<file path="src/hw/rtl/assert_macros.svh">
// Assertion macros for the RTL of the span table.
// Depends on nothing; taken in by sorted_span_table.sv, which checks its own logic.
`ifndef ASSERT_MACROS_SVH
`define ASSERT_MACROS_SVH

// Same-cycle implication, disabled during reset.
`define SST_ASSERT_IMPL(lbl, clk, rst, ante, cons) \
  lbl: assert property (@(posedge clk) disable iff (rst) (ante) |-> (cons)) \
    else $error("assertion failed");

// Next-cycle implication, disabled during reset.
`define SST_ASSERT_NEXT(lbl, clk, rst, ante, cons) \
  lbl: assert property (@(posedge clk) disable iff (rst) (ante) |=> (cons)) \
    else $error("assertion failed");

`endif

</file>
<file path="src/hw/rtl/sst_ram.sv">
// Generic single-clock RAM: one write port, one read port, registered read.
// Depends on nothing.
module sst_ram #(
  parameter int WIDTH = 8,
  parameter int DEPTH = 16
) (
  input  logic                     clk,
  input  logic                     we,
  input  logic [$clog2(DEPTH)-1:0] waddr,
  input  logic [WIDTH-1:0]         wdata,
  input  logic [$clog2(DEPTH)-1:0] raddr,
  output logic [WIDTH-1:0]         rdata
);

  logic [WIDTH-1:0] mem [DEPTH];

  // Write and registered read.
  always_ff @(posedge clk) begin
    if (we) begin
      mem[waddr] <= wdata;
    end
    rdata <= mem[raddr];
  end

endmodule

</file>
<file path="config.mk">
export PLATFORM = sky130hd
export DESIGN_NAME = sst_ram
export DESIGN_NICKNAME = d
export VERILOG_FILES = /design/src/hw/rtl/assert_macros.svh /design/src/hw/rtl/sst_ram.sv
export SDC_FILE = /design/constraint.sdc
export NUM_CORES = 1
export LEC_CHECK = 0
export BUFFER_PORTS_ARGS = -buffer_cell sky130_fd_sc_hd__buf_2
export CORE_MARGIN = 2
export CORE_UTILIZATION = 45
export DETAILED_ROUTE_END_ITERATION = 8
export GPL_ROUTABILITY_DRIVEN = 0
export PLACE_DENSITY_LB_ADDON = 0.08
export SLEW_MARGIN = 5
export SYNTH_ARGS = -nofsm -noshare
export SYNTH_HDL_FRONTEND = slang
export SYNTH_SLANG_ARGS = --single-unit
</file>
<file path="constraint.sdc">
create_clock -name clk -period 2.53 [get_ports clk]
set_input_delay 0.1265 -clock clk [delete_from_list [all_inputs] [get_ports clk]]
set_output_delay 0.1265 -clock clk [all_outputs]
set_load 0.005 [all_outputs]
</file>
### Word-level counts from Yosys, hierarchy flattened

Memory sizes are Yosys's and may differ from the RTL's. A register that Yosys moved wholly into a read port is not among the register bits.
Cells that the tools add are included.

| storage, ports and cells | value |
|---|---|
| bits in read-only memories | 0 |
| input port bits | 18 |
| memories | 1 |
| logic and storage cells | 3 |
| bits in writable memories | 128 |
| bits in registers | 0 |
| latch bits | 0 |

| operators by class | value |
|---|---|
| add/sub/neg operators | 0 |
| shift operators | 0 |
| bitwise logic cells | 0 |
| reduce and logical (&&, ||, !) cells | 0 |
| div/mod/pow operators | 0 |
| multiplexer cells | 2 |
| multiply operators | 0 |
| equality and inequality tests | 0 |
| order comparisons | 0 |

Memories:

| name | words | width | rd ports | clocked after memory_dff | wr ports | RTL line | text |
|---|---|---|---|---|---|---|---|
| mem | 16 | 8 | 1 | 1 | 1 | sst_ram.sv:15 | `logic [WIDTH-1:0] mem [DEPTH];` |

Operators by type and width:

| cell | count |
|---|---|
| $mux W1 | 2 |

### Longest topological paths before layout

Gate-level depths: netlist of the first run.

| depth | value |
|---|---|
| word-level depth | 2 |
| mapped depth | 5 |
| mapped depth without buffers | 3 |

### Worst setup path after synthesis of the first run

Ideal clock, no wire load.

| timing path | value |
|---|---|
| path type | in2reg |
| start | in waddr[2] |
| end | mem mem[0][0] (enable) |
| library setup time | 383 ps |
| data arrival time | 1,236 ps |
| setup slack | 911 ps |
| stages on the path | 2 |
| cell sequence | or3b_2 > nor3_1 |

RTL lines:

| item | RTL line | text |
|---|---|---|
| start: declaration | sst_ram.sv:9 | `input logic [$clog2(DEPTH)-1:0] waddr,` |
| end: declaration | sst_ram.sv:15 |  |

Straight into the memory's write port.

==> metrics.csv, run 1 <==
metric;value;unit
cp.required;2820;ps
hold_class;in -> reg;
cts.path.max_buffers;2;
cts.sinks;136;
synth_compound_area_frac;0.0233;
drcViolationCount;0;
ys_seq_elements;136;
power_density;863;mW/mm²
slew_headroom;0.429;
ys_types;19;
antenna_found_initial;1;
r2r.worst_path.cells;3;
worst_path_largest_cell_delay;540;ps
period_share;0.567;
slew_violations;0;
layout.nets;298;
netlist_instances;229;
drtPass1Iterations;4;
drv_cap;0;
place_area;0.00551;mm²
num_rows;39;
finClkSkew;5.26;ps
max_freq;697;MHz
ys_seq_area_frac;0.778;
dp_hpwl;6080;µm
grt_pass1_wl;15400;µm
wl_per_cell;22.9;µm
min_to;mem[10][7];
regToRegEndpoint;rdata[0];
intPower;4290;µW
path_cells;mux4_1 > a22oi_1 > nand2_1;
vias_per_cell;5.55;
fin_tns_setup;0;ps
area_growth;19.0;%
synth_top_family_by_area;multiplexers;
path_class;reg -> reg;
grt_util_all_layers;0.178;
r2r_setup_slack;1100;ps
clk_latency;410;ps
htreeDepth;4;
ctsHoldBuffers;0;
yosys_warnings;0;
initialDrtViolationCount;145;
synth-xor-area-share;0;
cts_tree;yes;
crit_arrival;1730;ps
rr_startpoint;mem[5][0];
worst_slew_pin_slew;854;ps
fin_area;0.00612;mm²
num_io_pins;26;
p_seq_frac;0.480;
hp-start;wdata[7];
post_cts_resize_count;0;
hold_viol_final;0;
overflow;0;
syn_area_per_cell;22.5;µm²
cts_made_buffers;17;
num_antenna_cells;0;
cts_root_buffer;clkbuf_16;
rsz0062_at_grt;false;
grt_max_degree;33;
timing.hold.ws;96.4;ps
power_leakage;0.00209;µW
cpMaxStageDelayCell;mux4_1;
yosys.area_share.simple;0.0318;
vdd_drop_max;0.000493;V
post_cts_buffers;0;
muxShareOfSynthArea;0.150;
io_buffers;25;
comb_power_share;0.043;
swShare;0.188;
die_area;0.0123;mm²
synth_area;0.00515;mm²
antenna_left;0;
cp-end-kind;flop;
min_path_cells;1;
grt_pass1_vias;2550;
status;finished clean;
synthAdderAreaFrac;0;
start_kind;flop;
clkTransAtPathRegs;60;ps
dr_total_vias;2418;
drt_wl_total;9990;µm
drive_gt1_frac;0.307;
die_y;111;µm
setup_viol_count_final;0;
core;0.0113;mm²
synth.net_count;247;
p_clk_frac;0.477;
p_sw;991;µW
fp.dieW;111;µm
period_minus_slack;1430;ps
initial_core_util;0.457;
crit_fanout;1;
-- critical path, delay by kind of cell, from the launching register on --
family	cells	cell delay [ps]
flops	1	350
simple gates	1	100
mux	1	540
compound gates	1	330
-- synth_stat cells --
cell / count / area (µm²)
edfxtp_1: 128 / 3840
mux4_2: 18 / 405
a22oi_1: 16 / 120
mux4_1: 14 / 368
nor2_1: 13 / 48.8
nand2_1: 9 / 33.8
dfxtp_1: 8 / 160
nor3_1: 4 / 20.0
buf_2: 3 / 15.0
buf_6: 3 / 33.8
clkdlybuf4s25_2: 3 / 30.0
nand2b_1: 2 / 12.5
nand3b_1: 2 / 15.0
and2_1: 1 / 6.26
and2b_1: 1 / 7.51
buf_4: 1 / 7.51
nand3_1: 1 / 5.00
nor2b_1: 1 / 6.26
or3b_2: 1 / 8.76
-- worst max-delay path by stage --
stage,from,endpoint,slack (ps)
floorplan,waddr[2],mem[0][0],910
global placement,waddr[2],mem[2][6],740
detailed placement,waddr[2],mem[2][6],690
CTS,mem[5][0],rdata[0],1100
global route,mem[5][0],rdata[0],1020
finish,mem[5][0],rdata[0],1100
-- power groups by stage --
stage | clock network [µW] | registers (µW) | logic [µW]
3_3_place_gp | 0 | 2580 | 231
4_1_cts | 2560 | 2530 | 235
5_1_grt | 2660 | 2540 | 253
6_report | 2520 | 2530 | 229
3_5_place_dp | 0 | 2580 | 233
2_1_floorplan | 0 | 2580 | 128
-- cell type report --
cell class | instances | area (µm²)
Multi-Input combinational cell | 83 | 1060
Clock buffer | 24 | 502
Tap cell | 143 | 179
Clock inverter | 8 | 116
Fill cell | 840 | 5150
Sequential cell | 136 | 4000
Timing Repair Buffer | 42 | 265
-- cell usage in the layout (no fill, tap or decap) --
master        n
a22oi_1      16
and2_1        1
and2b_1       1
buf_12        1
buf_2        25
buf_4        16
bufinv_16     3
clkbuf_1      2
clkbuf_16    17
clkbuf_8      5
clkinv_1      1
clkinv_2      3
clkinvlp_4    1
dfxtp_1       8
edfxtp_1    128
mux4_1       14
mux4_2       18
nand2_1       9
nand2b_1      2
nand3_1       1
nand3b_1      2
nor2_1       13
nor2b_1       1
nor3_1        4
or3b_2        1
-- metrics by stage --
stage	util	instances	setup slack [ps]	total power, µW
floorplan	-	229	911	2710
global placement	0.488	404	736	2810
detailed placement	0.488	404	685	2810
CTS	0.543	436	1100	5330
global route	0.543	436	1020	5450
finish	0.543	436	1100	5280
-- per-layer routing --
| layer | global-route usage | vias to the layer above | wire (µm) | part of all wire |
|---|---|---|---|---|
| met5 | 0 | - | 5 | 0.00050 |
| met1 | 0.242 | 1248 | 4480 | 0.45 |
| li1 | - | 1075 | - | - |
| met2 | 0.265 | 72 | 4720 | 0.47 |
| met4 | 0.0908 | 2 | 271 | 0.027 |
| met3 | 0.0519 | 21 | 515 | 0.052 |
-- state kept, by name (all words and copies together), names as in the netlist --
name,flops
mem,128
rdata,8
-- cell families after synthesis --
family                 after synthesis
DFF                                136
AOI/OAI and AO/OA                   16
buffers and inverters               10
and+or+nand+nor                     35
muxes                               32
No activity file was read; power rests on OpenSTA's default activity.
==> run 2: changes to the inputs <==
- ABC_AREA: unset -> 1
- clock period: 2.53 -> 1.2 ns (I/O delays scaled with it)
==> metrics.csv, run 2 <==
metric;value;unit
power_density;1690;mW/mm²
slew_violations;0;
ys_types;12;
yosys_warnings;0;
top_register;mem;
core;0.0126;mm²
vias_per_cell;4.85;
rr_startpoint;mem[11][5];
grt_max_degree;40;
grt_util_all_layers;0.214;
period_share;0.871;
clkTransAtPathRegs;60;ps
final_common_cell;nand2_1;
synth-main-ff-cell;edfxtp_1;
synthAdderAreaFrac;0;
die_y;117;µm
hold_class;in -> reg;
num_io_pins;26;
initial_core_util;0.459;
mostFrequentLayoutCells;nand2_1 (173), edfxtp_1 (128), inv_1 (100);
ys_seq_area_frac;0.694;
area_growth;19.0;%
worst_slew_pin_slew;396;ps
layout.nets;620;
synth_top_family_by_area;simple AND/OR/NAND/NOR gates;
max_freq;957;MHz
synth_commonest_cells;nand2_1 (173), edfxtp_1 (128), inv_1 (100);
die_area;0.0137;mm²
synth_edf_count;128;
status;finished clean;
synth_top_area_frac;0.667;
vdd_drop_max;0.000856;V
path_class;reg -> reg;
synth.net_count;569;
muxShareOfSynthArea;0;
num_antenna_cells;0;
synth_compound_area_frac;0;
fp.dieW;117;µm
start_kind;flop;
regToRegEndpoint;rdata[5];
drv_cap;0;
synth-xor-area-share;0;
synth_area;0.00577;mm²
clk_latency;420;ps
initialDrtViolationCount;358;
post_cts_buffers;0;
cts.sinks;136;
antenna_found_initial;0;
crit_fanout;1;
largest_reg_flops;128;
grt_pass1_vias;3633;
rsz0062_at_grt;false;
synth_top_cells_by_area;edfxtp_1 (67%), nand2_1 (11%), nand3_1 (8.4%);
io_buffers;25;
fin_tns_setup;0;ps
cts_root_buffer;clkbuf_16;
cp-end-kind;flop;
hold_viol_final;0;
yosysTopAreaCell;edfxtp_1;
slew_headroom;0.736;
min_to;rdata[3];
dp_hpwl;8340;µm
dr_total_vias;3815;
antenna_left;0;
num_rows;41;
drt_wl_total;13300;µm
r2r.worst_path.cells;6;
syn_area_per_cell;10.5;µm²
overflow;0;
synthArstFlopShare;0;
period_minus_slack;1050;ps
synth.most_common_cell;nand2_1;
drcViolationCount;0;
finalWorstSetupSlack;155;ps
post_cts_resize_count;0;
drive_gt1_frac;0.145;
power_leakage;0.00300;µW
netlist_instances;551;
ctsHoldBuffers;0;
ys_seq_elements;136;
cts.path.max_buffers;2;
drtPass1Iterations;5;
setup_viol_count_final;0;
pre_cts_ws;14.8;ps
hp-start;raddr[3];
finClkSkew;3.60;ps
timing.hold.ws;40.6;ps
cts_tree;yes;
yosys.area_share.simple;0.210;
r2r_setup_slack;150;ps
largest_registers;mem: 128 flops, rdata: 8 flops;
crit_arrival;1350;ps
cts_made_buffers;17;
htreeDepth;4;
wl_per_cell;16.8;µm
grt_pass1_wl;20600;µm
min_path_cells;3;
cp.required;1510;ps
[run 2: where the power goes]
part,internal [µW],switching (µW),total [µW],leakage [µW]
Sequential,5310,32.3,5340,0.00122
Combinational,222,462,684,0.00147
Clock,3640,1940,5580,0.000305
Total,9170,2430,11600,0.00300
[run 2: stage by stage]
| step | power (µW) | instances | utilization | area (µm²) |
|---|---|---|---|---|
| final | 11600 | 787 | 0.546 | 6860 |
| after global routing | 12000 | 787 | 0.546 | 6860 |
| after CTS | 11700 | 787 | 0.546 | 6860 |
| after detailed placement | 6130 | 755 | 0.495 | 6220 |
| after global placement | 6130 | 755 | 0.495 | 6220 |
| after floorplan | 5810 | 551 | - | 5770 |
[run 2: per-layer routing]
layer	wire length, µm	up-vias	share of wire	global-route usage
met5	0	-	0	0
met4	282	0	0.021	0.0894
met3	789	23	0.060	0.0458
met2	6060	122	0.46	0.326
met1	6110	1792	0.46	0.299
li1	-	1878	-	-
[run 2: worst max-delay path: stages (launching register included)]
cell      delay [ps]
edfxtp_1         380
inv_1             70
nand2_1           50
nand3_1           90
nand3_1          130
nand3_1          160
nand2_1           60
[run 2: cell families after synthesis]
kind of cell / Yosys count
DFF: 136
buffers and inverters: 126
and+or+nand+nor: 289
[run 2: final cells by class]
type / count / area [µm²]
Fill cell: 1121 / 5700
Sequential cell: 136 / 4000
Clock buffer: 21 / 470
Inverter: 102 / 383
Timing Repair Buffer: 56 / 408
Clock inverter: 11 / 170
Tap cell: 172 / 215
Multi-Input combinational cell: 289 / 1210
[run 2: worst max path at each step]
stage	startpoint	to	slack [ps]	cells after the start
after floorplan	waddr[2]	mem[10][0]	190	2
after global placement	raddr[0]	rdata[1]	30	8
after detailed placement	raddr[0]	rdata[1]	10	8
after CTS	mem[11][5]	rdata[5]	160	6
after global routing	mem[11][5]	rdata[5]	110	6
final	mem[11][5]	rdata[5]	150	6
